==> src/design/assert_macros.svh <==
// Assertion macros shared by the scheduler RTL.
`ifndef ASSERT_MACROS_SVH
`define ASSERT_MACROS_SVH

`ifndef SYNTHESIS

// Same-cycle implication, checked at every rising clock edge outside reset.
`define DTS_ASSERT_IMPLY(lbl, clk, rst_n, ante, cons) \
    lbl: assert property (@(posedge clk) disable iff (!rst_n) (ante) |-> (cons)) \
        else $error("scheduler assertion failed");

// Next-cycle implication, checked at every rising clock edge outside reset.
`define DTS_ASSERT_NEXT(lbl, clk, rst_n, ante, cons) \
    lbl: assert property (@(posedge clk) disable iff (!rst_n) (ante) |=> (cons)) \
        else $error("scheduler assertion failed");

`else

`define DTS_ASSERT_IMPLY(lbl, clk, rst_n, ante, cons)
`define DTS_ASSERT_NEXT(lbl, clk, rst_n, ante, cons)

`endif

`endif

==> src/design/dts_pkg.sv <==
// Types and constants shared by the deadline task scheduler modules.
`timescale 1ns / 1ps
`default_nettype none

package dts_pkg;

    localparam int OP_BITS      = 2;
    localparam int ID_PORT_BITS = 8;
    localparam int DELAY_BITS   = 15;
    localparam int TICK_BITS    = 32;

    typedef enum logic [OP_BITS-1:0] {
        OP_TICK     = 2'd0,
        OP_SCHEDULE = 2'd1,
        OP_ENQUEUE  = 2'd2,
        OP_PROCESS  = 2'd3
    } op_t;

    typedef enum logic [1:0] {
        ST_IDLE,
        ST_SCAN,
        ST_EMIT_RD,
        ST_EMIT_WAIT
    } state_t;

    // Strobes into the timer table.
    typedef struct packed {
        logic alloc;
        logic scan_rd;
    } tt_ctrl_t;

    // Strobes into the ready queue.
    typedef struct packed {
        logic push;
        logic pop;
    } rq_ctrl_t;

    // Ready queue status back to the sequencer.
    typedef struct packed {
        logic any;
        logic last;
    } rq_status_t;

endpackage

`default_nettype wire

==> src/design/dts_timer_table.sv <==
// Timer table: slot memory of task id and deadline, valid bits, due check.
`timescale 1ns / 1ps
`default_nettype none

module dts_timer_table
    import dts_pkg::*;
#(
    parameter int SLOTS   = 8,
    parameter int ID_BITS = 8,
    localparam int IW     = (SLOTS > 1) ? $clog2(SLOTS) : 1
)
(
    input  logic                 clk,
    input  logic                 rst_n,
    input  tt_ctrl_t             ctrl,
    input  logic [IW-1:0]        scan_idx,
    input  logic [ID_BITS-1:0]   alloc_id,
    input  logic [TICK_BITS-1:0] alloc_deadline,
    input  logic [TICK_BITS-1:0] tick_count,
    output logic                 due,
    output logic [ID_BITS-1:0]   due_id
);

    localparam int EW = ID_BITS + TICK_BITS;

    logic [EW-1:0]    slot_mem [SLOTS];
    logic [EW-1:0]    rd_data_reg;
    logic [IW-1:0]    chk_idx_reg;
    logic             chk_pend_reg;
    logic [SLOTS-1:0] valid_reg;
    logic [SLOTS-1:0] valid_next;
    logic [IW-1:0]    free_idx;
    logic             free_any;

    // Lowest free slot.
    always_comb
    begin
        free_any = 1'b0;
        free_idx = '0;
        for (int k = SLOTS - 1; k >= 0; k--)
        begin
            if (!valid_reg[k])
            begin
                free_any = 1'b1;
                free_idx = IW'(k);
            end
        end
    end

    // The slot read last cycle is checked now; a due slot is freed.
    assign due    = chk_pend_reg && valid_reg[chk_idx_reg]
                    && (rd_data_reg[TICK_BITS-1:0] <= tick_count);
    assign due_id = rd_data_reg[EW-1:TICK_BITS];

    always_comb
    begin
        valid_next = valid_reg;
        if (ctrl.alloc && free_any)
        begin
            valid_next[free_idx] = 1'b1;
        end
        if (due)
        begin
            valid_next[chk_idx_reg] = 1'b0;
        end
    end

    always_ff @(posedge clk or negedge rst_n)
    begin
        if (!rst_n)
        begin
            valid_reg    <= '0;
            chk_pend_reg <= 1'b0;
        end
        else
        begin
            valid_reg    <= valid_next;
            chk_pend_reg <= ctrl.scan_rd;
        end
    end

    always_ff @(posedge clk)
    begin
        if (ctrl.alloc && free_any)
        begin
            slot_mem[free_idx] <= {alloc_id, alloc_deadline};
        end
        if (ctrl.scan_rd)
        begin
            rd_data_reg <= slot_mem[scan_idx];
            chk_idx_reg <= scan_idx;
        end
    end

endmodule

`default_nettype wire

==> src/design/dts_ready_queue.sv <==
// Ready queue: task id memory with valid bits, lowest-slot push and pop.
`timescale 1ns / 1ps
`default_nettype none

module dts_ready_queue
    import dts_pkg::*;
#(
    parameter int SLOTS   = 8,
    parameter int ID_BITS = 8,
    localparam int IW     = (SLOTS > 1) ? $clog2(SLOTS) : 1
)
(
    input  logic               clk,
    input  logic               rst_n,
    input  rq_ctrl_t           ctrl,
    input  logic [ID_BITS-1:0] push_id,
    output rq_status_t         status,
    output logic [ID_BITS-1:0] rd_data
);

    logic [ID_BITS-1:0] ready_mem [SLOTS];
    logic [ID_BITS-1:0] rd_data_reg;
    logic               last_reg;
    logic               last_next;
    logic [SLOTS-1:0]   valid_reg;
    logic [SLOTS-1:0]   valid_next;
    logic [SLOTS-1:0]   others;
    logic [IW-1:0]      free_idx;
    logic               free_any;
    logic [IW-1:0]      head_idx;

    // Lowest free slot for a push and lowest occupied slot for a pop.
    always_comb
    begin
        free_any = 1'b0;
        free_idx = '0;
        head_idx = '0;
        for (int k = SLOTS - 1; k >= 0; k--)
        begin
            if (!valid_reg[k])
            begin
                free_any = 1'b1;
                free_idx = IW'(k);
            end
            else
            begin
                head_idx = IW'(k);
            end
        end
    end

    always_comb
    begin
        others           = valid_reg;
        others[head_idx] = 1'b0;
        last_next        = last_reg;
        valid_next       = valid_reg;
        if (ctrl.push && free_any)
        begin
            valid_next[free_idx] = 1'b1;
        end
        if (ctrl.pop)
        begin
            valid_next[head_idx] = 1'b0;
            last_next            = ~|others;
        end
    end

    assign status.any  = |valid_reg;
    assign status.last = last_reg;
    assign rd_data     = rd_data_reg;

    always_ff @(posedge clk or negedge rst_n)
    begin
        if (!rst_n)
        begin
            valid_reg <= '0;
            last_reg  <= 1'b0;
        end
        else
        begin
            valid_reg <= valid_next;
            last_reg  <= last_next;
        end
    end

    always_ff @(posedge clk)
    begin
        if (ctrl.push && free_any)
        begin
            ready_mem[free_idx] <= push_id;
        end
        if (ctrl.pop)
        begin
            rd_data_reg <= ready_mem[head_idx];
        end
    end

endmodule

`default_nettype wire

==> src/design/deadline_task_scheduler_unit.sv <==
// Top level of the deadline task scheduler: sequencer, tick counter, result register.
`timescale 1ns / 1ps
`default_nettype none
`include "assert_macros.svh"

// The scheduler keeps a 32-bit millisecond counter, a timer table of
// SCHEDULE_SLOTS entries (task id and deadline) and a ready queue of
// QUEUE_SLOTS task ids, both held in synchronous memories with registered
// reads; occupancy lives in valid flip-flops that reset clears, so no
// clearing pass is needed. Each input word carries an op: a tick advances the
// counter, a schedule stores the task with deadline = counter + delay_ms in
// the lowest free timer slot (dropped when the table is full), an enqueue
// stores the task in the lowest free ready slot (dropped when the queue is
// full), and a process moves every due timer entry (deadline <= counter,
// plain unsigned compare, both sides wrapping) into the ready queue in slot
// order and then emits the queued ids in ready slot order as result words,
// marking the final one with last. A due task that finds the queue full is
// lost, but its timer slot is still freed. A process with an empty queue
// gives no result words. A process word starts a timer scan that reads one
// slot per cycle, with the due check on the slot read before it, then
// handles each emitted id as a ready memory read followed by a load of the
// result register, which result_stall can hold. The result register
// decouples the two sides: once the last id is loaded, a new input word is
// taken while it still waits.
module deadline_task_scheduler_unit
    import dts_pkg::*;
#(
    parameter int SCHEDULE_SLOTS = 8,
    parameter int QUEUE_SLOTS    = 8,
    parameter int TASK_ID_BITS   = 8
)
(
    input  logic                    clk,
    input  logic                    rst_n,
    input  logic                    item_valid,
    output logic                    item_stall,
    input  logic [OP_BITS-1:0]      op,
    input  logic [ID_PORT_BITS-1:0] task_id,
    input  logic [DELAY_BITS-1:0]   delay_ms,
    output logic                    result_valid,
    input  logic                    result_stall,
    output logic [ID_PORT_BITS-1:0] run_task_id,
    output logic                    last
);

    localparam int SW = (SCHEDULE_SLOTS > 1) ? $clog2(SCHEDULE_SLOTS) : 1;
    localparam logic [SW:0] SCAN_END = SCHEDULE_SLOTS[SW:0];

    state_t                   state_reg;
    state_t                   state_next;
    logic [SW:0]              scan_cnt_reg;
    logic [SW:0]              scan_cnt_next;
    logic [TICK_BITS-1:0]     tick_count_reg;
    logic [TICK_BITS-1:0]     tick_count_next;
    logic                     result_valid_reg;
    logic                     result_valid_next;
    logic [ID_PORT_BITS-1:0]  run_id_reg;
    logic [ID_PORT_BITS-1:0]  run_id_next;
    logic                     last_reg;
    logic                     last_next;

    tt_ctrl_t                 tt_ctrl;
    logic                     tt_due;
    logic [TASK_ID_BITS-1:0]  tt_due_id;
    rq_ctrl_t                 rq_ctrl;
    rq_status_t               rq_status;
    logic [TASK_ID_BITS-1:0]  rq_rd_data;
    logic [TASK_ID_BITS-1:0]  push_id;

    logic [TASK_ID_BITS+ID_PORT_BITS-1:0] id_in_ext;
    logic [TASK_ID_BITS-1:0]              id_in;
    logic [TASK_ID_BITS+ID_PORT_BITS-1:0] id_out_ext;
    logic [TICK_BITS-1:0]                 deadline;
    logic                                 out_free;

    // Keep the low TASK_ID_BITS of the incoming id; widen the stored id back
    // to the port width on the way out.
    assign id_in_ext  = {{TASK_ID_BITS{1'b0}}, task_id};
    assign id_in      = id_in_ext[TASK_ID_BITS-1:0];
    assign id_out_ext = {{ID_PORT_BITS{1'b0}}, rq_rd_data};
    assign deadline   = tick_count_reg + {{(TICK_BITS - DELAY_BITS){1'b0}}, delay_ms};

    // The result register can take a new word when empty or when its word
    // leaves at this edge.
    assign out_free   = !result_valid_reg || !result_stall;
    assign item_stall = (state_reg != ST_IDLE);

    dts_timer_table #(
        .SLOTS   (SCHEDULE_SLOTS),
        .ID_BITS (TASK_ID_BITS)
    ) u_timer (
        .clk            (clk),
        .rst_n          (rst_n),
        .ctrl           (tt_ctrl),
        .scan_idx       (scan_cnt_reg[SW-1:0]),
        .alloc_id       (id_in),
        .alloc_deadline (deadline),
        .tick_count     (tick_count_reg),
        .due            (tt_due),
        .due_id         (tt_due_id)
    );

    dts_ready_queue #(
        .SLOTS   (QUEUE_SLOTS),
        .ID_BITS (TASK_ID_BITS)
    ) u_ready (
        .clk     (clk),
        .rst_n   (rst_n),
        .ctrl    (rq_ctrl),
        .push_id (push_id),
        .status  (rq_status),
        .rd_data (rq_rd_data)
    );

    // Sequencer. The timer table is written only from idle and read only
    // during the scan, and the ready queue is pushed only from idle or the
    // scan and popped only while emitting, so no two accesses to the same
    // entry ever overlap and no forwarding is needed.
    always_comb
    begin
        state_next        = state_reg;
        scan_cnt_next     = scan_cnt_reg;
        tick_count_next   = tick_count_reg;
        result_valid_next = result_valid_reg;
        run_id_next       = run_id_reg;
        last_next         = last_reg;
        tt_ctrl           = '0;
        rq_ctrl           = '0;
        push_id           = tt_due_id;

        if (result_valid_reg && !result_stall)
        begin
            result_valid_next = 1'b0;
        end

        unique case (state_reg)
            ST_IDLE:
            begin
                if (item_valid)
                begin
                    unique case (op_t'(op))
                        OP_TICK:
                        begin
                            tick_count_next = tick_count_reg + 1'b1;
                        end
                        OP_SCHEDULE:
                        begin
                            tt_ctrl.alloc = 1'b1;
                        end
                        OP_ENQUEUE:
                        begin
                            rq_ctrl.push = 1'b1;
                            push_id      = id_in;
                        end
                        OP_PROCESS:
                        begin
                            scan_cnt_next = '0;
                            state_next    = ST_SCAN;
                        end
                        default:
                        begin
                            state_next = ST_IDLE;
                        end
                    endcase
                end
            end
            ST_SCAN:
            begin
                // Read slot scan_cnt while checking the slot read before it.
                if (scan_cnt_reg < SCAN_END)
                begin
                    tt_ctrl.scan_rd = 1'b1;
                    scan_cnt_next   = scan_cnt_reg + 1'b1;
                end
                else
                begin
                    state_next = ST_EMIT_RD;
                end
                if (tt_due)
                begin
                    rq_ctrl.push = 1'b1;
                end
            end
            ST_EMIT_RD:
            begin
                if (rq_status.any)
                begin
                    rq_ctrl.pop = 1'b1;
                    state_next  = ST_EMIT_WAIT;
                end
                else
                begin
                    state_next = ST_IDLE;
                end
            end
            ST_EMIT_WAIT:
            begin
                if (out_free)
                begin
                    result_valid_next = 1'b1;
                    run_id_next       = id_out_ext[ID_PORT_BITS-1:0];
                    last_next         = rq_status.last;
                    state_next        = rq_status.last ? ST_IDLE : ST_EMIT_RD;
                end
            end
            default:
            begin
                state_next = ST_IDLE;
            end
        endcase
    end

    always_ff @(posedge clk or negedge rst_n)
    begin
        if (!rst_n)
        begin
            state_reg        <= ST_IDLE;
            scan_cnt_reg     <= '0;
            tick_count_reg   <= '0;
            result_valid_reg <= 1'b0;
        end
        else
        begin
            state_reg        <= state_next;
            scan_cnt_reg     <= scan_cnt_next;
            tick_count_reg   <= tick_count_next;
            result_valid_reg <= result_valid_next;
        end
    end

    always_ff @(posedge clk)
    begin
        run_id_reg <= run_id_next;
        last_reg   <= last_next;
    end

    assign result_valid = result_valid_reg;
    assign run_task_id  = run_id_reg;
    assign last         = last_reg;

    // A timer entry can only fall due while the scan is running.
    `DTS_ASSERT_IMPLY(a_due_in_scan, clk, rst_n, tt_due, state_reg == ST_SCAN)
    // A word that is not the last of its burst means more words are coming.
    `DTS_ASSERT_IMPLY(a_burst_open, clk, rst_n, result_valid && !last, state_reg != ST_IDLE)
    // A process always leaves the ready queue empty.
    `DTS_ASSERT_IMPLY(a_queue_drained, clk, rst_n, state_reg == ST_IDLE && $past(state_reg) == ST_EMIT_WAIT, !rq_status.any)
    // An accepted process word keeps the input side busy for the scan.
    `DTS_ASSERT_NEXT(a_process_busy, clk, rst_n, item_valid && !item_stall && op == OP_PROCESS, state_reg == ST_SCAN)

endmodule

`default_nettype wire
==> config.mk <==
export PLATFORM = sky130hd
export DESIGN_NAME = deadline_task_scheduler_unit
export DESIGN_NICKNAME = d
export VERILOG_FILES = /design/src/design/dts_pkg.sv /design/src/design/dts_timer_table.sv /design/src/design/dts_ready_queue.sv /design/src/design/deadline_task_scheduler_unit.sv
export VERILOG_INCLUDE_DIRS = /design/src /design/src/design
export SDC_FILE = /design/constraint.sdc
export NUM_CORES = 1
export LEC_CHECK = 0
export BUFFER_PORTS_ARGS = -buffer_cell sky130_fd_sc_hd__buf_2
export CAP_MARGIN = 20
export CORE_ASPECT_RATIO = 0.5
export CORE_MARGIN = 3
export CORE_UTILIZATION = 25
export CTS_CLUSTER_SIZE = 20
export DETAILED_ROUTE_END_ITERATION = 10
export PLACE_DENSITY = 0.38
export SLEW_MARGIN = 15
export SYNTH_ARGS = -nofsm -noshare
export SYNTH_HDL_FRONTEND = slang
export SYNTH_SLANG_ARGS = --single-unit
==> constraint.sdc <==
create_clock -name clk -period 6.1 [get_ports clk]
set_input_delay 0.305 -clock clk [delete_from_list [all_inputs] [get_ports clk]]
set_output_delay 0.305 -clock clk [all_outputs]
set_load 0.005 [all_outputs]
=== Yosys cells after proc, flatten, opt, wreduce, memory -nomap -nowiden ===
Memory sizes are Yosys's and may differ from the RTL's. A register that Yosys moved wholly into a read port is not among the register bits.
Index checks and enable logic that the tools add are counted.
W data, S select, Z words.

* Register bits after elaboration: 69
* Output and inout port bits: 11
* Memories kept: 2
* Memory bits (writable): 384
* Input bits: 29

{| class="wikitable"
|+ Memories
! memory !! words !! width !! rd ports !! clocked after memory_dff !! wr ports !! RTL line !! source
|-
| u_timer.slot_mem || 8 || 40 || 1 || 1 || 1 || dts_timer_table.sv:26 || <nowiki>logic [EW-1:0] slot_mem [SLOTS];</nowiki>
|-
| u_ready.ready_mem || 8 || 8 || 1 || 1 || 1 || dts_ready_queue.sv:21 || <nowiki>logic [ID_BITS-1:0] ready_mem [SLOTS];</nowiki>
|}

* Equality and inequality tests: 11
* Add/subtract/negate cells: 3
* $lt $le $gt $ge: 10
* Reduce and logical (&&, ||, !) cells: 23
* Bitwise gates (word level): 7
* Muxes and demuxes: 86

{| class="wikitable"
|+ Operators by type and width
! operator !! number
|-
| $mux W3 || 24
|-
| $mux W8 || 7
|-
| $mux W1 || 38
|-
| $add A32 B1 Y32 const B || 1
|-
| $add A32 B15 Y32 || 1
|-
| $le A32 B32 Y1 || 1
|-
| $and A8 B8 Y8 || 3
|-
| $lt A3 B4 Y1 const B || 4
|-
| $not A8 Y8 || 2
|-
| $or A8 B8 Y8 || 2
|-
| $reduce_or A8 Y1 || 2
|-
| $demux W1 S3 || 4
|-
| $ge A3 B1 Y1 const B || 4
|-
| $mux W2 || 6
|-
| $mux W4 || 3
|-
| $logic_and A1 B1 Y1 || 9
|-
| $eq A2 B2 Y1 const B || 4
|-
| $ne A2 B2 Y1 const B || 4
|-
| $pmux W2 S4 || 1
|-
| $pmux W4 S2 || 1
|-
| $reduce_and A4 Y1 || 2
|-
| $add A4 B1 Y4 const B || 1
|-
| $eq A2 B1 Y1 const B || 2
|-
| $logic_not A2 Y1 || 2
|-
| 9 further kinds || 12
|}

=== Longest topological paths before layout ===
Gate-level depths: netlist of the first run.

* Word-level depth: 16
* Depth in mapped cells: 11
* Mapped depth without buffers: 10

=== Hierarchy ===
A second synthesis of the first run with hierarchy kept.

* Cell total of the unflattened synthesis: 1251
* Area, all modules: 21259.1 µm²

{| class="wikitable"
|+ Modules (own cells, without submodules)
! module !! instances !! cells each !! sequential area each (µm²) !! area an instance (µm²)
|-
| dts_timer_table || 1 || 690 || 11125.7 || 14706.6
|-
| deadline_task_scheduler_unit || 1 || 354 || 1246.2 || 3328.2
|-
| dts_ready_queue || 1 || 207 || 2387.3 || 3224.3
|}

=== Worst setup path before layout of the first run ===
No wires, ideal clock.

* Kind: register -> register
* Start: register state_reg[1]
* End: memory u_timer.slot_mem[6][0] in the netlist's numbering (enable)
* Setup time: 498 ps
* Data arrival time: 4592 ps
* Data required time: 5602 ps
* Path slack: 1010 ps
* Stages on the path, launching flop included: 8
* Cells stage by stage: dfrtp_1 clkbuf_1 or2_2 nor3b_1 and3_1 and3_1 nand3b_1 a211oi_1

* Longest elaborated chain between the ends: 5

{| class="wikitable"
|+ Ends and longest elaborated chain
! item !! RTL line !! source
|-
| start, declared || deadline_task_scheduler_unit.sv:49 || <nowiki>state_t state_reg;</nowiki>
|-
| start signal, assigned || deadline_task_scheduler_unit.sv:224 || <nowiki>state_reg <= state_next;</nowiki>
|-
| $logic_not A2 Y1 || deadline_task_scheduler_unit.sv:136 || <nowiki>unique case (state_reg)</nowiki>
|-
| $mux W1 || deadline_task_scheduler_unit.sv:136 ||
|-
| $logic_and A1 B1 Y1 || dts_timer_table.sv:84 || <nowiki>if (ctrl.alloc && free_any)</nowiki>
|-
| $mux W1 || dts_timer_table.sv:84 ||
|-
| $mux W1 (not written as such) || dts_timer_table.sv:86 || <nowiki>slot_mem[free_idx] <= {alloc_id, alloc_deadline};</nowiki>
|-
| end, declared || dts_timer_table.sv:26 ||
|}

No other way between the ends.

=== Worst setup path in the final report of the first run ===
* Start: register tick_count_reg[0]
* End: memory u_timer.slot_mem[0][28] in the netlist's numbering (data pin)

* Longest elaborated chain between the ends: 1

{| class="wikitable"
|+ Ends and longest elaborated chain
! item !! RTL line !! source
|-
| start, declared || deadline_task_scheduler_unit.sv:53 || <nowiki>logic [TICK_BITS-1:0] tick_count_reg;</nowiki>
|-
| start signal, assigned || deadline_task_scheduler_unit.sv:226 || <nowiki>tick_count_reg <= tick_count_next;</nowiki>
|-
| $add A32 B15 Y32 || deadline_task_scheduler_unit.sv:81 || <nowiki>assign deadline = tick_count_reg + {{(TICK_BITS - DELAY_BITS){1'b0}}, delay_ms};</nowiki>
|-
| net deadline[28] || deadline_task_scheduler_unit.sv:73 || <nowiki>logic [TICK_BITS-1:0] deadline;</nowiki>
|}

The timed path passes the listed nets, and every way through them passes these cells.

==> run summary, run 1 <==
The run finished with clean final reports. Entering global routing, the biggest net connects 58 pins. The sequential share of the synthesized area is 70.7%. STA classifies the critical path endpoint as a flip-flop. On the worst path, the slowest cell contributes a delay of 0.52 ns. The power density normalized to cell area came out at 393 mW/mm^2.

During I/O placement, the number of pins put on the boundary was 40. The count of TritonRoute iterations in the first routing pass came out at 5. The worst hold-check path type is input port to flip-flop.

Traced cell by cell, the critical path runs through ha_1, inv_1, fa_1, nor2b_1, o21bai_1, a21oi_1, o2111a_1, o21ai_0, or3_1, xnor2_1. The root buffer selected by CTS is clkbuf_16. The H-tree level count came out at 2. The standard cell core area is 0.0821 mm^2. In this run the most critical hold path is launched from item_valid. The routability congestion estimate came out at 0.759. The final sum of negative setup slack is 0 ns. The clock latency on the worst-skew pair is 0.61 ns. The utilization after layout is 29.7%.

The die height is 210 um. After synthesis, the most frequently instantiated cells are 444 x edfxtp_1, 80 x mux4_2, 64 x nand2_1, 57 x dfrtp_1, 55 x xnor2_1. Of the available clock period, the critical path in the final layout requires 62.0%.

In this run the deepest clock path goes through 3 buffers. The number of warnings printed during yosys synthesis came out at 0. The clock period minus worst slack is 3.78 ns. The path with the worst hold slack has its endpoint at scan_cnt_reg[3]. The data required time at the worst endpoint is 6.41 ns.

After detailed routing, the number of vias per cell comes to 4.48. The wire length per cell is 20.6 um. Counting instances, the worst hold path has a depth of 4. At the pin with the least slew margin, the transition time is 0.987 ns. Once detail routing completed, the nets flagged for antenna violations numbered 0. The growth of design area from synthesis to finish came out at 16.7%. The count of flip-flops with a built-in enable after synthesis is 444.

The total global routing overflow came out at 0. The worst-case reg-to-reg path depth is 10. In this run, CTS created clock tree buffers numbering 52. The start-to-end type of the worst setup path is flip-flop to flip-flop. The number of distinct library cell variants in the gate-level netlist after synthesis is 65. Headroom to the max-slew limit came out at 33.6%.

The setup slack on the worst flop-to-flop path is 2.32 ns. The share of synthesized flip-flops with an asynchronous set or reset is 11.4%. The area fraction of the dominant cell type after synthesis came out at 63.9%. The first-pass GRT wire length came out at 76.4 mm. Static timing analysis puts the maximum clock frequency at 264 MHz. Along the worst path, the maximum fanout reaches 8. The clock sink count came out at 501.

Across the VDD grid, the largest voltage drop is 193 uV. The detailed router finished its first iteration with 851 violations. The number of flip-flops in the largest register is 320. The via count of the first global-routing pass is 11,800.

Yosys attributes the largest share of cell area to edfxtp_1 64%, mux4_2 8.6%, dfrtp_1 6.8%. Global routing used 11.7% of the available tracks across all layers. The worst setup path is launched from a flip-flop.

TritonCTS built the clock tree. The final hold violation count came out at 0. The largest individual stage delay along the critical path comes from the cell xnor2_1. The synthesis-stage register bit count came out at 501. Post-CTS repair changed the size of 0 cells.

Setup repair after global routing left no endpoint under its margin. Once the clock tree was built, the setup fixing pass inserted 0 buffers. In this run the critical register-to-register path is captured at u_timer.slot_mem[0][28]. In the final layout, the share of cells above drive strength 1 is 21.8%. In this run the tool buffered the top-level ports with 39 buffer cells. Summed over all cells, the static leakage comes to 7.99 nW. The synthesized instance count came out at 1,215.

The post-synthesis cell area came out at 0.0209 mm^2. The clock edge transition at the registers on the reported setup and hold paths came out at 0.06 ns. The setup slack after placement is 1.89 ns. The origin of the critical flop-to-flop path is tick_count_reg[0]. The half-perimeter wire length after detailed placement is 31.3 mm. The most instantiated library cell after synthesis is edfxtp_1. STA puts the critical path data arrival time at 4.10 ns. The initialized floorplan defines 74 standard-cell rows.

The count of endpoints failing setup in the final report came out at 0. The floorplan step defined a die boundary enclosing 0.0872 mm^2. The width of the die came out at 415 um. The largest total area in the synthesized netlist belongs to edfxtp_1. The per-instance average area after synthesis is 17.2 um^2. The count of maximum capacitance violations is 0. The post-detailed-route DRC marker count came out at 0. Clock skew on the completed layout was measured at 0.0200 ns. For this run, the post-layout net count is 1,377. The count of final max-slew check failures is 0. The total via count in the routed design is 10,900.

Wires add up to 50.4 mm. The starting density of the core came out at 25.4%. Among all flip-flop cells after synthesis, the most frequent one is edfxtp_1. Across all setup checks in the final design, the least slack found is 2.32 ns. The number of antenna violations at the first check in global routing is 1. Synthesis produced a netlist with a net count of 1,294.
## cell type report
| cell class | instances | area, um^2 |
|---|---|---|
| antenna | 1 | 2.50 |
| timing repair buffer | 69 | 440 |
| tap | 1102 | 1380 |
| fill | 8067 | 57800 |
| inverter | 55 | 206 |
| clock buffer | 63 | 1350 |
| sequential | 501 | 14800 |
| clock inverter | 33 | 364 |
| multi-input combinational | 619 | 5840 |
## power by group
part	internal, mW	total, mW	switching [mW]	leakage (nW)
Clock	1.88	3.24	1.36	0.833
Combinational	0.932	1.94	1.01	2.40
Sequential	4.11	4.39	0.284	4.75
Total	6.92	9.58	2.66	7.99
## how the worst max path moves through the flow
stage	slack, ns	endpoint	start	cells past startpoint
after floorplan	1.01	u_timer.slot_mem[6][0]	state_reg[1]	7
after global placement	2.02	u_ready.ready_mem[4][7]	tick_count_reg[27]	9
after detailed placement	1.89	u_ready.ready_mem[4][1]	tick_count_reg[27]	9
after CTS	1.87	u_ready.ready_mem[4][2]	tick_count_reg[27]	9
after global routing	2.04	u_timer.slot_mem[4][29]	tick_count_reg[3]	8
final	2.32	u_timer.slot_mem[0][28]	tick_count_reg[0]	10
## kinds of logic (layout without fill, tap and decap cells)
family | count (synthesis) | in the layout | synth area share, %
DFF | 501 | 501 | 70.7
and+or+nand+nor | 218 | 218 | 5.33
AOI/OAI and AO/OA | 156 | 156 | 5.13
muxes | 134 | 134 | 11.5
buffers and inverters | 95 | 220 | 1.71
xor gates and xnor gates | 61 | 61 | 2.59
adders and majority gates | 50 | 50 | 3.03
other | 0 | 1 | 0
## what timing repair did
action,in CTS,in global routing
endpoints found under the hold margin,122,0
hold buffers,10,0
setup endpoints to repair,0,0
## critical path, delay by kind of cell (launching register included)
kind            cells  cell delay [ns]
compound gates      4             1.18
xor+xnor            1             0.52
fa+ha+maj           2             0.65
buf+inv             1             0.06
flops               1             0.46
simple gates        2             0.61
## metal layers
layer / up-vias / global-route usage [%] / part of all wire [%]
met3: 58 / 1.98 / 3.4
met1: 5753 / 16.0 / 48
met5: - / 0 / 0
met4: 0 / 2.86 / 1.6
met2: 152 / 19.3 / 47
li1: 4983 / - / -
## cell usage in the layout (no fill, tap or decap), types with 18 or more instances in the layout
| master | count |
|---|---|
| buf_2 | 40 |
| nand4_1 | 18 |
| clkbuf_16 | 52 |
| nand2_1 | 64 |
| xnor2_1 | 55 |
| buf_4 | 18 |
| edfxtp_1 | 444 |
| dfrtp_1 | 54 |
| nor2_1 | 39 |
| mux2_2 | 48 |
| nand3_1 | 19 |
| a21oi_1 | 40 |
| mux4_2 | 80 |
| o21ai_0 | 26 |
| inv_1 | 53 |
| ha_1 | 49 |
## per-stage QoR
stage | hold WS, ns | instances | area (um^2) | power [mW]
after floorplan | 0.00941 | 1215 | 20900 | 5.80
after global placement | 0.406 | 2334 | 22500 | 6.44
after detailed placement | 0.414 | 2334 | 22500 | 6.46
after CTS | 0.0945 | 2440 | 24300 | 9.77
after global routing | 0.160 | 2442 | 24400 | 10.1
final | 0.150 | 2443 | 24400 | 9.58
Note: power is estimated with default switching activity, not from simulation.
==> run 2, diff against run 1 <==
--- a/config.mk
+++ b/config.mk
@@ -6,6 +6,7 @@
 export SDC_FILE = /design/constraint.sdc
 export NUM_CORES = 1
 export LEC_CHECK = 0
+export ABC_AREA = 1
 export BUFFER_PORTS_ARGS = -buffer_cell sky130_fd_sc_hd__buf_2
 export CAP_MARGIN = 20
 export CORE_ASPECT_RATIO = 0.5
==> constraint.sdc (replaced) <==
create_clock -name clk -period 3.8 [get_ports clk]
set_input_delay 0.19 -clock clk [delete_from_list [all_inputs] [get_ports clk]]
set_output_delay 0.19 -clock clk [all_outputs]
set_load 0.005 [all_outputs]
==> run 2 against run 1 <==
Clock skew hardly changed. Critical path depth rose by 3. Critical path type unchanged. Global-route usage increased by 1.2 points.
==> run summary, run 2 <==
Outcome: complete, no violations (unchanged). The most instantiated library cell after synthesis is edfxtp_1 (unchanged). The length of routed wiring on met1 came out at 29.4 mm (was 24.0 mm). Commonest non-fill, non-tap cells in the layout: 444 x edfxtp_1, 369 x nor2_1, 184 x o21ai_0 (was 444 x edfxtp_1, 80 x mux4_2, 64 x nand2_1). The detail-routed via count per cell came out at 4.41 (was 4.48).

The highest routing layer actually used is met4 (unchanged). The critical path arrival came out at 3.51 ns (was 4.10 ns). The data required time at the worst endpoint came out at 4.11 ns (was 6.41 ns). The sequential share of the synthesized area came out at 68.6% (was 70.7%).

The number of buffers added to fix hold violations after cts is 11 (was 10). The first-pass GRT wire length came out at 87.2 mm (was 76.4 mm). The total global routing overflow is 0 (unchanged). The post-detailed-route DRC marker count came out at 0 (unchanged). The number of filler cells placed in the layout came to 8,626 (was 8,067). The final hold violation count is 0 (unchanged). The via count of the first global-routing pass came out at 13,600 (was 11,800). The remaining antenna violation count came out at 0 (unchanged).

The post-synthesis cell area came out at 0.0215 mm^2 (was 0.0209 mm^2). The number of antenna violations at the first check in global routing came out at 2 (was 1). The clock sink count is 501 (unchanged).

The area taken by flip-flops and latches is 0.0148 mm^2 (about the same). The type of origin of the critical path is a flip-flop (unchanged). The synthesis-stage register bit count came out at 501 (unchanged). The share of synthesized flip-flops with an asynchronous set or reset is 11.4% (unchanged). The synthesized instance count came out at 1,821 (was 1,215).

The power density normalized to cell area came out at 682 mW/mm^2 (was 393 mW/mm^2). The growth of design area from synthesis to finish is 16.5% (was 16.7%). The die area came to 0.0898 mm^2 (was 0.0872 mm^2). The pin count of the biggest net entering global routing is 163 (was 58). The share of layout cells above drive strength 1 came out at 10.3% (was 21.8%). The number of placement rows was 75 (was 74). The maximum frequency from static timing analysis is 312 MHz (was 264 MHz). Unrepaired setup endpoints after global routing: no (unchanged). The routability congestion estimate came out at 0.798 (was 0.759).

The half-perimeter wire length after detailed placement came out at 32.8 mm (was 31.3 mm). The total I/O pin count is 40 (unchanged). The number of distinct library cell variants in the gate-level netlist after synthesis is 50 (was 65). The start-to-end type of the worst setup path is flip-flop to flip-flop (unchanged). The global routing usage summed across all routing layers is 12.8% (was 11.7%). The kind of end point of the critical path was a flip-flop (unchanged). The clock tree skew after final layout is 0.0199 ns (was 0.0200 ns). The root buffer selected by CTS was clkbuf_16 (unchanged). The leading cell type in the layout, fill and taps excluded is edfxtp_1 (unchanged). The cell at the slowest stage of the critical path is xor2_1 (was xnor2_1). The terminus of the critical flop-to-flop path is u_timer.slot_mem[2][24] (was u_timer.slot_mem[0][28]). The count of maximum capacitance violations is 0 (unchanged). The count of flip-flops with a built-in enable after synthesis came out at 444 (unchanged). The count of buffer and inverter cells on the critical path is 1 (unchanged).

The number of flip-flops in the largest register is 320 (unchanged). The utilization after layout came out at 29.6% (was 29.7%). The width of the die was 421 um (was 415 um). Synth area leaders: edfxtp_1 62%, dfrtp_1 6.6%, nor2_1 6.6% (was edfxtp_1 64%, mux4_2 8.6%, dfrtp_1 6.8%). CP Cell Sequence: ha_1, inv_1, fa_1, o21ai_1, nand3_1, nand2_1, nand3_1, nand2_1, nand3_1, nand2_1, nand2_1, nor2_1, xor2_1 (was ha_1, inv_1, fa_1, nor2b_1, o21bai_1, a21oi_1, o2111a_1, o21ai_0, or3_1, xnor2_1). The number of DRC markers in iteration 0 is 1,011 (was 851). The H-tree level count came out at 2 (unchanged).

The final net count came out at 1,959 (was 1,377). The die height was 213 um (was 210 um). The wire length after detailed routing is 57.3 mm (was 50.4 mm). The worst hold-check path type is input port to asynchronous set/reset pin (was input port to flip-flop). The starting density of the core is 25.4% (about the same). The worst-case reg-to-reg path depth came out at 13 (was 10). The leakage power came to 8.86 nW (was 7.99 nW). The clock latency on the worst-skew pair was 0.61 ns (about the same).

The most numerous cell type found on the critical path is nand2_1. The total via count in the routed design was 13,600 (was 10,900). The clock period minus worst slack came out at 3.20 ns (was 3.78 ns).

The count of endpoints failing setup in the final report is 0 (unchanged). The clock edge transition at the registers on the reported setup and hold paths is 0.07 ns (was 0.06 ns). The normalized max-slew margin came out at 40.5% (was 33.6%).

The count of final max-slew check failures is 0 (unchanged). The total nets after synthesis came out at 1,900 (was 1,294). The clock buffer count from CTS is 50 (was 52). The post-cts sizing count came out at 0 (unchanged).

The final sum of negative setup slack came out at 0 ns (unchanged). The cell accounting for the most synthesized area is edfxtp_1 (unchanged). The worst supply voltage drop on vdd was 369 uV (was 193 uV). The fraction of the cycle the final worst path needs is 84.3% (was 62.0%).

The per-instance average area after synthesis is 11.8 um^2 (was 17.2 um^2). The origin of the critical flop-to-flop path is tick_count_reg[0] (unchanged). The transition time at the pin with the least slew margin came out at 0.893 ns (was 0.987 ns). The count of buffers inserted at the top-level ports came out at 39 (unchanged). The worst stage delay on the critical path is 0.53 ns (was 0.52 ns). The worst-case clock buffer depth came out at 3 (unchanged).

The standard cell core area came out at 0.0845 mm^2 (was 0.0821 mm^2). The number of setup buffers added after CTS came to 0 (unchanged). The critical path's top delay family is simple AND/OR/NAND/NOR gates (was compound AO/OA/AOI/OAI gates). The number of warnings printed during yosys synthesis is 0 (unchanged). The largest fanout on the critical path came to 8 (unchanged).

The met3 layer wire length in the routed design is 1.80 mm (was 1.72 mm). The count of TritonRoute iterations in the first routing pass was 6 (was 5). The setup slack on the worst flop-to-flop path came to 0.60 ns (was 2.32 ns). Most frequent cells after synthesis: 444 x edfxtp_1, 377 x nor2_1, 184 x o21ai_0, 160 x nand2_1, 103 x inv_1 (was 444 x edfxtp_1, 80 x mux4_2, 64 x nand2_1, 57 x dfrtp_1, 55 x xnor2_1). The area fraction of the dominant cell type after synthesis came out at 62.0% (was 63.9%). The CTS tree was built (unchanged). The amount of wire on met2 after detailed routing is 25.2 mm (was 23.8 mm). The area of the multi-input gates is 0.00612 mm^2 (was 0.00584 mm^2). The commonest register cell after synthesis was edfxtp_1 (unchanged). The wire length per cell is 18.6 um (was 20.6 um).
-- run 2: power breakdown --
| group | switching, mW | internal (mW) |
|---|---|---|
| logic | 3.37 | 1.37 |
| registers | 0.327 | 6.97 |
| clock network | 2.19 | 2.87 |
-- run 2: how the worst max path moves through the flow --
stage | slack [ns] | depth (start not counted) | end | startpoint
2_1_floorplan | 0.50 | 7 | u_timer.slot_mem[5][0] | state_reg[0]
3_3_place_gp | 0.63 | 13 | u_timer.slot_mem[2][24] | tick_count_reg[0]
3_5_place_dp | 0.58 | 13 | u_timer.slot_mem[2][24] | tick_count_reg[0]
6_report | 0.60 | 13 | u_timer.slot_mem[2][24] | tick_count_reg[0]
5_1_grt | 0.29 | 13 | u_timer.slot_mem[2][24] | tick_count_reg[0]
4_1_cts | 0.52 | 13 | u_timer.slot_mem[2][24] | tick_count_reg[0]
-- run 2: area by class of cell --
class / count / share of cell area, %
Multi-Input combinational cell: 1139 / 24.4
Timing Repair Buffer: 74 / 2.59
Clock inverter: 35 / 1.36
Antenna cell: 1 / 0.00999
Sequential cell: 501 / 58.9
Tap cell: 1155 / 5.77
Clock buffer: 58 / 5.20
Inverter: 114 / 1.72
-- run 2: metrics by stage --
stage                     total power [mW]  cells  area, um^2  setup slack (ns)  hold slack, ns
after floorplan                       10.4   1821       21500             0.496          -0.106
after global placement                12.3   2972       23300             0.633           0.188
after detailed placement              12.2   2972       23300             0.581           0.183
after CTS                             17.4   3076       25100             0.516          0.0469
after global routing                  18.2   3076       25100             0.291          0.0854
final                                 17.1   3077       25100             0.596          0.0825
-- run 2: metal layers --
layer | vias to the layer above | track usage [%]
met4 | 0 | 2.84
met2 | 179 | 20.2
met3 | 64 | 2.06
li1 | 6586 | -
met5 | - | 0
met1 | 6729 | 18.6
-- run 2: worst register-to-register path, cell delays in order (launching register included) --
cell,delay (ns)
dfrtp_1,0.46
ha_1,0.21
inv_1,0.05
fa_1,0.40
o21ai_1,0.23
nand3_1,0.10
nand2_1,0.15
nand3_1,0.11
nand2_1,0.14
nand3_1,0.09
nand2_1,0.18
nand2_1,0.11
nor2_1,0.14
xor2_1,0.53
-- run 2: logic make-up (layout without fill, tap and decap cells) --
| kind of cell | after synthesis | count (layout) | share of synthesized area, % |
|---|---|---|---|
| adder cells (fa/ha/maj) | 50 | 50 | 2.94 |
| AO/OA/AOI/OAI | 350 | 350 | 8.96 |
| AND/OR/NAND/NOR | 672 | 672 | 13.5 |
| flip-flops | 501 | 501 | 68.6 |
| multiplexers | 8 | 8 | 0.419 |
| other | 0 | 1 | 0 |
| buffers and inverters | 181 | 281 | 3.19 |
| XOR/XNOR | 59 | 59 | 2.40 |
==> run 3, diff against run 2 <==
==> constraint.sdc (replaced) <==
create_clock -name clk -period 3.15 [get_ports clk]
set_input_delay 0.1575 -clock clk [delete_from_list [all_inputs] [get_ports clk]]
set_output_delay 0.1575 -clock clk [all_outputs]
set_load 0.005 [all_outputs]
==> run 3 against run 2 <==
Combinational power grew 25%. Die area is the same. Sequential cell count is the same. Clock skew grew 0.0062 ns. Worst setup slack lost 0.30 ns. Critical path depth shrank 4. Final area grew 2.3%. Wire length grew 3.7%. Clock power grew 26%. Critical path type unchanged. Largest cell class unchanged. Highest routed layer unchanged.
==> run summary, run 3 (synthesis results as in run 2) <==
Outcome: complete, no violations (unchanged). The start-to-end type of the worst setup path is flip-flop to flip-flop (unchanged). The growth of design area from synthesis to finish came out at 19.2% (was 16.5%).

The starting density of the core is 25.4% (unchanged). The fraction of the cycle the final worst path needs was 90.6% (was 84.3%). The depth of the worst hold-timing path came out at 3.

The count of buffers inserted at the top-level ports came to 39 (unchanged). The maximum frequency from static timing analysis came out at 350 MHz (was 312 MHz). The number of inserted diodes came out at 0 (was 1). The half-perimeter wire length after detailed placement came out at 36.4 mm (was 32.8 mm). The clock sink count is 501 (unchanged). The final hold violation count is 0 (unchanged).

The count of buffer and inverter cells on the critical path came out at 2 (was 1). The width of the die came to 421 um (unchanged). The count of maximum capacitance violations came to 0 (unchanged). The post-place instance area came to 0.0237 mm^2 (was 0.0233 mm^2). The leakage power is 9.15 nW (was 8.86 nW). The worst-case reg-to-reg path depth came out at 9 (was 13). CP Cell Sequence: inv_1, fa_1, o21ai_1, nand3_1, nand2_1, a21oi_1, o22ai_1, buf_4, xor2_1 (was ha_1, inv_1, fa_1, o21ai_1, nand3_1, nand2_1, nand3_1, nand2_1, nand3_1, nand2_1, nand2_1, nor2_1, xor2_1).

The origin of the critical flop-to-flop path is tick_count_reg[1] (was tick_count_reg[0]). The clock period minus worst slack came out at 2.85 ns (was 3.20 ns). The largest fanout on the critical path came out at 8 (unchanged). The number of instances in the placed design is 3,013 (was 2,972). The post-detailed-route DRC marker count is 0 (unchanged). The area of all placed cells without fillers came out at 0.0256 mm^2 (was 0.0251 mm^2). The pin count of the biggest net entering global routing is 119 (was 163). The global routing usage on met1 is 20.1% (was 18.6%). The count of TritonRoute iterations in the first routing pass is 5 (was 6). The worst-case clock buffer depth is 3 (unchanged). The number of antenna violations at the first check in global routing came out at 1 (was 2). The met2 layer usage reported by global route is 20.1% (was 20.2%).

The utilization after layout came out at 30.3% (was 29.6%). The type of origin of the critical path is a flip-flop (unchanged). The clock latency on the worst-skew pair is 0.61 ns (about the same).

The number of standard cells in the layout, taps in and fillers out came out at 3,120 (was 3,077). The worst setup margin is 0.296 ns (was 0.596 ns). The cell at the slowest stage of the critical path is xor2_1 (unchanged).

The total global routing overflow came to 0 (unchanged). The normalized max-slew margin was 46.7% (was 40.5%). Commonest non-fill, non-tap cells in the layout: 444 x edfxtp_1, 368 x nor2_1, 184 x o21ai_0 (was 444 x edfxtp_1, 369 x nor2_1, 184 x o21ai_0).

The die area is 0.0898 mm^2 (unchanged). The clock edge transition at the registers on the reported setup and hold paths is 0.07 ns (about the same). Unrepaired setup endpoints after global routing: no (unchanged). The number of placement rows is 75 (unchanged). The via count of the first global-routing pass is 13,600 (about the same).

The leading cell type in the layout, fill and taps excluded is edfxtp_1 (unchanged). The critical path arrival came out at 3.14 ns (was 3.51 ns). The routability congestion estimate came to 0.792 (was 0.798).

The root buffer selected by CTS is clkbuf_16 (unchanged). The global routing's busiest layer is met1 (was met2). The number of filler cells placed in the layout is 8,548 (was 8,626). The total I/O pin count is 40 (unchanged). The power density normalized to cell area came to 825 mW/mm^2 (was 682 mW/mm^2). The count of final max-slew check failures is 0 (unchanged). The worst setup path startpoint is tick_count_reg[1] (was tick_count_reg[0]).

The wire length per cell is 19.0 um (was 18.6 um). The final net count is 2,003 (was 1,959). The first-pass GRT wire length is 89.5 mm (was 87.2 mm).

The data required time at the worst endpoint is 3.44 ns (was 4.11 ns). The worst supply voltage drop on vdd is 548 uV (was 369 uV). The origin of the worst min-delay path is item_valid. The worst hold slack after final layout was 0.0774 ns (was 0.0825 ns). The clock buffer count from CTS was 51 (was 50). The standard cell core area is 0.0845 mm^2 (unchanged).

The remaining antenna violation count came out at 0 (unchanged). The global routing usage summed across all routing layers came out at 13.3% (was 12.8%). The worst hold-check path type is input port to flip-flop (was input port to asynchronous set/reset pin). The final sum of negative setup slack is 0 ns (unchanged).

The total design power is 21.1 mW (was 17.1 mW). The count of endpoints failing setup in the final report is 0 (unchanged). The clock tree skew after final layout came to 0.0261 ns (was 0.0199 ns). The critical path's top delay family is XOR/XNOR gates (was simple AND/OR/NAND/NOR gates).

The number of flip-flops in the largest register is 320 (unchanged). The worst stage delay on the critical path came out at 0.61 ns (was 0.53 ns). The H-tree level count is 2 (unchanged). The number of DRC markers in iteration 0 is 791 (was 1,011). The critical path depth in cells was 9 (was 13). The wire length after detailed routing came out at 59.4 mm (was 57.3 mm). The kind of end point of the critical path is a flip-flop (unchanged). The met3 usage in global routing is 1.90% (was 2.06%). The setup slack after placement came out at 0.229 ns (was 0.581 ns).

The CTS tree was built (unchanged). The transition time at the pin with the least slew margin is 0.794 ns (was 0.893 ns). The share of layout cells above drive strength 1 is 12.8% (was 10.3%). The total via count in the routed design is 13,700 (was 13,600). The detail-routed via count per cell was 4.38 (was 4.41). The die height came out at 213 um (unchanged).
==> run 3: changes by cell type in the layout (fill, tap and decap cells not counted), moves of 3 or more <==
cell      previous run  this run
buf_4               11        44
buf_12              13        22
clkinv_1            13         6
xor2_1              51        47
xor2_2               0         4
clkbuf_1             7        10
clkbuf_8             0         5
==> run 3: worst paths after layout <==
check	to	slack, ns
max	u_timer.slot_mem[6][18]	0.30
min	tick_count_reg[0]	0.08
max reg2reg	u_timer.slot_mem[6][18]	0.30
min reg2reg	run_task_id[5]	0.42
max in group asynchronous	tick_count_reg[27]	2.23
min in group asynchronous	result_valid	0.16
==> run 3: routing by layer <==
| metal | vias to the layer above | share of wire, % |
|---|---|---|
| met5 | - | 0 |
| met3 | 63 | 3.0 |
| met4 | 0 | 1.6 |
| met1 | 6756 | 52 |
| met2 | 181 | 43 |
| li1 | 6661 | - |
==> run 3: layout make-up <==
| cell class | instances | area (um^2) | share of cell area, % |
|---|---|---|---|
| inverter | 114 | 435 | 1.70 |
| tap | 1155 | 1450 | 5.64 |
| timing repair buffer | 117 | 1090 | 4.24 |
| clock buffer | 68 | 1430 | 5.59 |
| sequential | 501 | 14800 | 57.6 |
| clock inverter | 26 | 313 | 1.22 |
| multi-input combinational | 1139 | 6160 | 24.0 |
==> run 3: tightest hold or removal path: stages <==
cell and delay [ns]:
buf_2 0.13, nand3_4 0.25, xnor2_1 0.09
==> run 3: power by group <==
part           switching [mW]  internal, mW
registers               0.418          8.40
logic                    4.13          1.79
clock network            2.63          3.77
==> run 3: timing repair <==
action / in CTS / in global routing
setup buffers: 0 / 1
gates resized for setup: 0 / 7
hold endpoints to repair: 91 / 0
endpoints found under the setup margin: 0 / 48
hold buffers: 12 / 0
